==> src/hdl/dtt_pkg.sv <==
// Shared types and constants for the deadline timer table.
// Used by dtt_cell and deadline_timer_table_top; depends on nothing else.
package dtt_pkg;

    localparam int SLOT_COUNT  = 16;
    localparam int PERIOD_BITS = 32;
    localparam int SLOT_W      = $clog2(SLOT_COUNT);
    localparam int CNT_W       = $clog2(SLOT_COUNT + 1);

    typedef logic [SLOT_W-1:0]      slot_idx_t;
    typedef logic [PERIOD_BITS-1:0] period_t;
    typedef logic [63:0]            tstamp_t;

    localparam logic [2:0] OP_ADD     = 3'd0;
    localparam logic [2:0] OP_CANCEL  = 3'd1;
    localparam logic [2:0] OP_REFRESH = 3'd2;
    localparam logic [2:0] OP_RESET   = 3'd3;
    localparam logic [2:0] OP_EXPIRE  = 3'd4;
    localparam logic [2:0] OP_QUERY   = 3'd5;

    localparam logic [2:0] STS_OK       = 3'd0;
    localparam logic [2:0] STS_INACTIVE = 3'd1;
    localparam logic [2:0] STS_FULL     = 3'd2;
    localparam logic [2:0] STS_NONE     = 3'd3;
    localparam logic [2:0] STS_FIRED    = 3'd4;

    typedef enum logic [2:0] {
        CMD_NONE,
        CMD_ADD,
        CMD_CANCEL,
        CMD_REFRESH,
        CMD_RESET,
        CMD_MARK,
        CMD_FIRE
    } cmd_t;

    typedef enum logic [1:0] {
        FSM_IDLE,
        FSM_EXEC,
        FSM_SCAN,
        FSM_DECIDE
    } fsm_t;

    typedef enum logic [1:0] {
        PH_FREE,
        PH_FRONT,
        PH_DUE,
        PH_QUERY
    } phase_t;

    typedef struct packed {
        cmd_t      cmd;
        slot_idx_t idx;
        tstamp_t   now;
        period_t   per;
        logic      rep;
        logic      fnow;
        logic      due_mode;
    } cell_cmd_t;

    typedef struct packed {
        logic      best_vld;
        tstamp_t   best_dl;
        slot_idx_t best_idx;
        logic      free_vld;
        slot_idx_t free_idx;
    } carry_t;

    typedef struct packed {
        logic    active;
        period_t period;
    } cell_stat_t;

endpackage

==> src/hdl/dtt_cell.sv <==
// One timer slot of the chain: holds its state and passes the running
// earliest/free search result to the next cell. Depends on dtt_pkg.
module dtt_cell (
    input  logic               aclk,
    input  logic               aresetn,
    input  dtt_pkg::slot_idx_t cell_id,
    input  dtt_pkg::cell_cmd_t cmd,
    input  dtt_pkg::carry_t    carry_in,
    output dtt_pkg::carry_t    carry_out,
    output dtt_pkg::cell_stat_t stat
);

    logic             active_reg, active_next;
    logic             due_reg, due_next;
    logic             rep_reg, rep_next;
    dtt_pkg::period_t period_reg, period_next;
    dtt_pkg::tstamp_t deadline_reg, deadline_next;
    dtt_pkg::carry_t  carry_reg, carry_next;
    logic             hit;
    logic             consider;
    dtt_pkg::tstamp_t start;

    assign hit = (cmd.idx == cell_id);

    always_comb begin
        active_next   = active_reg;
        due_next      = due_reg;
        rep_next      = rep_reg;
        period_next   = period_reg;
        deadline_next = deadline_reg;
        start = cmd.fnow ? cmd.now : deadline_reg - 64'(period_reg);
        case (cmd.cmd)
            dtt_pkg::CMD_ADD: begin
                if (hit) begin
                    active_next   = 1'b1;
                    rep_next      = cmd.rep;
                    period_next   = cmd.per;
                    deadline_next = cmd.now + 64'(cmd.per);
                end
            end
            dtt_pkg::CMD_CANCEL: begin
                if (hit) begin
                    active_next = 1'b0;
                end
            end
            dtt_pkg::CMD_REFRESH: begin
                if (hit) begin
                    deadline_next = cmd.now + 64'(period_reg);
                end
            end
            dtt_pkg::CMD_RESET: begin
                if (hit) begin
                    period_next   = cmd.per;
                    deadline_next = start + 64'(cmd.per);
                end
            end
            dtt_pkg::CMD_MARK: begin
                due_next = active_reg && (deadline_reg <= cmd.now);
            end
            dtt_pkg::CMD_FIRE: begin
                if (hit) begin
                    due_next = 1'b0;
                    if (rep_reg) begin
                        deadline_next = cmd.now + 64'(period_reg);
                    end else begin
                        active_next = 1'b0;
                    end
                end
            end
            default: begin
            end
        endcase
    end

    // strict compare: lower slot keeps a tie since it sits earlier in the chain
    always_comb begin
        consider   = active_reg && (!cmd.due_mode || due_reg);
        carry_next = carry_in;
        if (consider && (!carry_in.best_vld || deadline_reg < carry_in.best_dl)) begin
            carry_next.best_vld = 1'b1;
            carry_next.best_dl  = deadline_reg;
            carry_next.best_idx = cell_id;
        end
        if (!carry_in.free_vld && !active_reg) begin
            carry_next.free_vld = 1'b1;
            carry_next.free_idx = cell_id;
        end
    end

    always_ff @(posedge aclk) begin
        if (!aresetn) begin
            active_reg <= 1'b0;
            due_reg    <= 1'b0;
            carry_reg  <= '0;
        end else begin
            active_reg <= active_next;
            due_reg    <= due_next;
            carry_reg  <= carry_next;
        end
    end

    always_ff @(posedge aclk) begin
        rep_reg      <= rep_next;
        period_reg   <= period_next;
        deadline_reg <= deadline_next;
    end

    assign carry_out   = carry_reg;
    assign stat.active = active_reg;
    assign stat.period = period_reg;

endmodule

==> config.mk <==
export PLATFORM = sky130hd
export DESIGN_NAME = dtt_cell
export DESIGN_NICKNAME = d
export VERILOG_FILES = /design/src/hdl/dtt_pkg.sv /design/src/hdl/dtt_cell.sv
export SDC_FILE = /design/constraint.sdc
export NUM_CORES = 1
export LEC_CHECK = 0
export ABC_AREA = 0
export ABC_CLOCK_PERIOD_IN_PS = 7160
export BUFFER_PORTS_ARGS = -buffer_cell sky130_fd_sc_hd__buf_2
export CAP_MARGIN = 20
export CELL_PAD_IN_SITES_DETAIL_PLACEMENT = 1
export CELL_PAD_IN_SITES_GLOBAL_PLACEMENT = 1
export CORE_MARGIN = 2
export CORE_UTILIZATION = 43
export CTS_CLUSTER_DIAMETER = 60
export DETAILED_ROUTE_END_ITERATION = 8
export GPL_TIMING_DRIVEN = 0
export HOLD_SLACK_MARGIN = 0.06
export PLACE_DENSITY_LB_ADDON = 0.05
export SLEW_MARGIN = 10
export SYNTH_ARGS = -nofsm -noshare
export SYNTH_HDL_FRONTEND = slang
export SYNTH_SLANG_ARGS = --single-unit
==> constraint.sdc <==
create_clock -name aclk -period 7.16 [get_ports aclk]
set_input_delay 0.358 -clock aclk [delete_from_list [all_inputs] [get_ports aclk]]
set_output_delay 0.358 -clock aclk [all_outputs]
set_load 0.05 [all_outputs]
After elaboration in Yosys (flattened, before gate mapping)
Cells that the tools add are included.
Storage, ports and cells
  output and inout port bits: 107
  input bits: 186
  flip-flop bits (word level): 173
  word-level logic and storage cells: 64
Cells by class
  multiplexer cells: 15
  reductions and logical operators: 19
  $add $sub $neg: 4
  $lt $le $gt $ge: 2
  equality and inequality tests: 14
Operators with widths (count)
  64-bit two-way mux: 6
  64-bit one-hot mux with 4 select lines: 1
  64-bit by 32-bit adder with 64-bit output: 3
  69-bit two-way mux: 1
  64-bit less-or-equal comparator: 1
  64-bit less-than comparator: 1
  64-bit by 32-bit subtractor with 64-bit output: 1
  2-bit != test (second input constant): 7
  3-bit equality test (second input constant): 3
  3-bit by 2-bit equality test with 1-bit output (second input constant): 2
  2-bit AND reduction: 3
  6-bit AND reduction: 1
  5-bit two-way mux: 1
  5-bit AND reduction: 1
  4-bit equality test: 1
  1-bit logical AND: 4
  1-bit zero test: 4
  1-bit two-way mux: 4
  4-bit nonzero test: 1
  3-bit by 1-bit equality test with 1-bit output (second input constant): 1
  1-bit one-hot mux with 3 select lines: 1
  3-bit nonzero test: 1
  1-bit logical OR: 2
  1-bit one-hot mux with 2 select lines: 1
  other kinds (2): 2

Longest topological paths before layout
  word-level depth: 5
  gate-level depth with buffers: 25
  mapped depth without buffers: 25

Least setup slack after synthesis
No wires, ideal clock.
  kind: input to register
  from: input cell_id[1]
  to: register deadline_reg[0] (enable)
  arrival time: 5716 ps
  slack: 861 ps
  buffers on the path: 0
  library setup time: 584 ps
  stages on the path: 3
  data required time: 6576 ps
  path through: xor2_1 -> nor4_1 -> a21boi_0
Between the ends
  word-level cells in the longest chain between the ends: 3
  elaborated cells between the ends (all ways): 6
  those cells by class: 5 x eq/ne; 1 x reduce/logical
RTL lines
  start: declaration: line dtt_cell.sv:6  | input dtt_pkg::slot_idx_t cell_id,
  4-bit equality test *: line dtt_cell.sv:23  | assign hit = (cmd.idx == cell_id);
  2-bit != test (no source line)
  6-bit AND reduction (no source line) *
  end signal: assignment: line dtt_cell.sv:105  | deadline_reg <= deadline_next;
  end: declaration: line dtt_cell.sv:17  | dtt_pkg::tstamp_t deadline_reg, deadline_next;
Mark *: on every way between the ends. The rest lies on a longest branch, timed or not.
A chain may end at the register's enable or synchronous reset.

Final worst setup path
  from: register deadline_reg[0]
  to: register deadline_reg[40], data pin
Between the ends
  word-level cells in the longest chain between the ends: 5
RTL lines
  64-bit by 32-bit subtractor with 64-bit output: line dtt_cell.sv:31  | start = cmd.fnow ? cmd.now : deadline_reg - 64'(period_reg);
  64-bit two-way mux: line dtt_cell.sv:31
  64-bit by 32-bit adder with 64-bit output: line dtt_cell.sv:54  | deadline_next = start + 64'(cmd.per);
  64-bit two-way mux: line dtt_cell.sv:52  | if (hit) begin
  64-bit one-hot mux with 4 select lines: line dtt_cell.sv:32  | case (cmd.cmd)
  net deadline_next[40]: line dtt_cell.sv:17
The timed path passes the listed nets, and every way through them passes these cells. The select of a mux whose other input is x is not followed.

==> flow_metrics.tcl <==
set metrics [dict create \
    status "finished, final reports clean" \
    min_path_type "input pin to flop" \
    die_x_microns 212 \
    stdcell_area_sq_mm 0.0217 \
    max_slew.worst_pin.slew_ns 1.27 \
    cp.arrival_ns 7.06 \
    clkLatencyLatePin_ns 0.51 \
    syn_inst 2386 \
    hold_viol 0 \
    synth_edf_count 97 \
    required_ns 7.37 \
    wl_per_cell_microns 26.0 \
    drive_above_1_share 0.153 \
    cts.htree.levels 4 \
    yosysWarnings 0 \
    n_fill_cell 5445 \
    dp_hpwl_microns 71100 \
    end_kind "flop" \
    largest_reg_flops 74 \
    placed_area_sq_mm 0.0210 \
    grt_pass1_wl_microns 128000 \
    criticalPathCategory "flop to flop" \
    rsz0062_at_grt "no" \
    vias 20400 \
    r2r_slack_ns 0.31 \
    drt_first_iter_violations 1604 \
    clk_pin_slew_worst_paths_ns 0.08 \
    drv_slew 0 \
    vias_per_cell 6.15 \
    r2r_cells 25 \
    port-buffer-count 290 \
    clockRootBuffer "clkbuf_16" \
    coreArea_sq_mm 0.0429 \
    syn_avg_cell_area_sq_um 7.80 \
    netlist_area_sq_mm 0.0186 \
    tritoncts "yes" \
    pre_cts_slack_ns -1.52 \
    wirelength_microns 86400 \
    place_congestion 0.996 \
    tns_ns 0 \
    cts.sinks 173 \
    period_minus_slack_ns 6.85 \
    syn2layout_area_growth_pct 16.8 \
    start_kind "flop" \
    die_h_microns 212 \
    power.density_mw_per_mm2 150 \
    setup_slack_ns 0.311 \
    finalSetupViolCount 0 \
    worstPathMaxFanout 10 \
    max_freq_ghz 0.146 \
    ctsLongestPathBuffers 2 \
    drc_errors 0 \
    vdd_ir_drop_max_v 0.000156 \
    ioPinCount 293 \
    rows 76 \
    finClkSkew_ns 0.0112 \
    p_total_w 0.00326 \
    floorplan.die_area_sq_mm 0.0450 \
    crit_start "deadline_reg[0]" \
    start_util 0.434 \
    ys_seq_area_frac 0.238 \
    synth_ff_type "edfxtp_1" \
    reg2reg_from "deadline_reg[0]" \
    postRouteAntennaNets 0 \
    hold_slack_ns 0.0858 \
    final_net_count 3136 \
    r2r_end "deadline_reg[40]" \
    first_global_vias 20600 \
    yosysUniqueCellTypes 86 \
    grt_max_degree 24 \
    antenna_found_initial 2 \
    grt-ovfl-total 0 \
    power_leakage_nw 9.90 \
    slew_headroom 0.153 \
    drv_cap 0 \
    ys_ff_latch 173 \
    cts_buffers 17 \
    synth_nets 2801 \
    crit_end "deadline_reg[40]" \
    fin_crit_sh 0.957 \
    drtPass1Iterations 5 \
    ys_async_sr_fraction 0 \
    track_usage 0.384 \
]
-- final cells by class --
cell class                      count  area [sq um]  share of cell area
Antenna cell                        1          2.50            0.000115
Buffer                             91           423              0.0195
Clock buffer                       23           503              0.0232
Clock inverter                      9          68.8             0.00317
Inverter                          190           713              0.0328
Multi-Input combinational cell   1931         13100               0.602
Sequential cell                   173          4430               0.204
Tap cell                          585           732              0.0337
Timing Repair Buffer              317          1760              0.0811
-- repair_timing --
action | 4_1_cts | 5_1_grt
setup buffers | 0 | 0
gates resized for setup | 7 | 2
endpoints found under the hold margin | 13 | 0
hold buffers | 13 | 0
setup endpoints to repair | 33 | 10
-- metal layers --
metal	share of wire	GRT usage	up-vias	wire, microns
met5	0.00015	0	-	13
met4	0.038	0.152	2	3260
met3	0.071	0.0637	170	6110
met2	0.46	0.638	835	39700
met1	0.43	0.496	10100	37400
li1	-	-	9289	-
-- worst max-delay path, cell delays in order, from the launching register on --
cell and delay, ns:
edfxtp_1 0.41, inv_1 0.09, ha_1 0.23, fa_1 0.42, nand2b_1 0.22, a211oi_2 0.42
nor3_2 0.15, o21ai_0 0.29, a21o_1 0.17, a21o_1 0.17, a31oi_1 0.12, xor2_1 0.30
o21ai_0 0.14, ha_1 0.43, and3_1 0.23, nand2_1 0.09, or2_2 0.30, o22ai_1 0.32
nor3_1 0.10, o2bb2ai_1 0.20, a21oi_1 0.34, nand2_1 0.46, nor2_1 0.43, nand3_1 0.15
xnor2_1 0.25, o21ai_0 0.11
-- kinds of logic after synthesis --
family / synth area share
buffers and inverters: 0.0609
DFF: 0.238
xor gates and xnor gates: 0.0786
and+or+nand+nor: 0.218
muxes: 0.0153
adders and majority gates: 0.155
AOI/OAI and AO/OA: 0.234
-- synthesized netlist by cell type, types with 6 or more instances --
cell	instances	area [sq um]
buf_1	20	75.1
o211ai_1	12	90.1
xnor2_1	108	946
ha_1	226	2830
xor2_1	59	517
buf_6	7	78.8
a211o_1	6	52.6
a211oi_1	10	75.1
o21ai_1	7	35.0
o21ai_0	240	1200
mux2i_1	25	250
buf_2	9	45.0
edfxtp_1	97	2910
nor3b_1	10	75.1
o21bai_1	13	97.6
a21o_1	100	751
o31ai_1	14	105
nor2b_1	31	194
a31oi_1	12	75.1
a21oi_1	159	796
nor3_1	55	275
nand2b_1	36	225
inv_1	189	709
nand2_1	273	1020
nor4_2	6	75.1
a21boi_0	18	135
dfxtp_1	76	1520
and4_1	6	52.6
a221o_1	6	60.1
nand3_1	108	541
and3_1	12	75.1
o311ai_0	7	61.3
or2_2	14	87.6
o21a_1	23	173
a221oi_1	6	52.6
or4_1	9	67.6
nor2_1	126	473
and2_1	11	68.8
nor4_1	22	138
clkbuf_1	53	199
or3_1	19	119
nand4_1	56	350
-- report_power, final --
part           internal (W)  switching, W  leakage (nW)
Combinational      0.000412      0.000737          8.10
Clock              0.000503      0.000483         0.291
Sequential          0.00110     0.0000241          1.51
-- worst min path at each step --
stage	startpoint	to	slack [ns]	cells after the start
after floorplan	cmd[3]	period_reg[0]	0.46	0
after global placement	cmd[2]	rep_reg	0.55	1
after detailed placement	cmd[2]	rep_reg	0.54	1
after CTS	cmd[27]	period_reg[24]	0.06	1
after global routing	cmd[15]	period_reg[12]	0.08	1
final	cmd[15]	period_reg[12]	0.09	1
-- layout by cell type, fill, tap and decap left out, types with 25 or more instances in the layout --
| master | Yosys | layout |
|---|---|---|
| nand3_1 | 108 | 108 |
| edfxtp_1 | 97 | 97 |
| ha_1 | 226 | 226 |
| buf_2 | 9 | 307 |
| dfxtp_1 | 76 | 76 |
| nor2_1 | 126 | 125 |
| nand2b_1 | 36 | 36 |
| nor2b_1 | 31 | 31 |
| xnor2_1 | 108 | 108 |
| nand2_1 | 273 | 272 |
| a21o_1 | 100 | 100 |
| nand4_1 | 56 | 56 |
| o21ai_0 | 240 | 239 |
| clkbuf_1 | 53 | 52 |
| a21oi_1 | 159 | 159 |
| nor3_1 | 55 | 54 |
| mux2i_1 | 25 | 25 |
| inv_1 | 189 | 189 |
| xor2_1 | 59 | 59 |
-- metrics by stage --
stage	utilization	std cells
after floorplan	-	2386
after global placement	0.485	3261
after detailed placement	0.490	3274
after CTS	0.506	3318
after global routing	0.507	3319
final	0.507	3320
No activity file was read; power rests on OpenSTA's default activity.
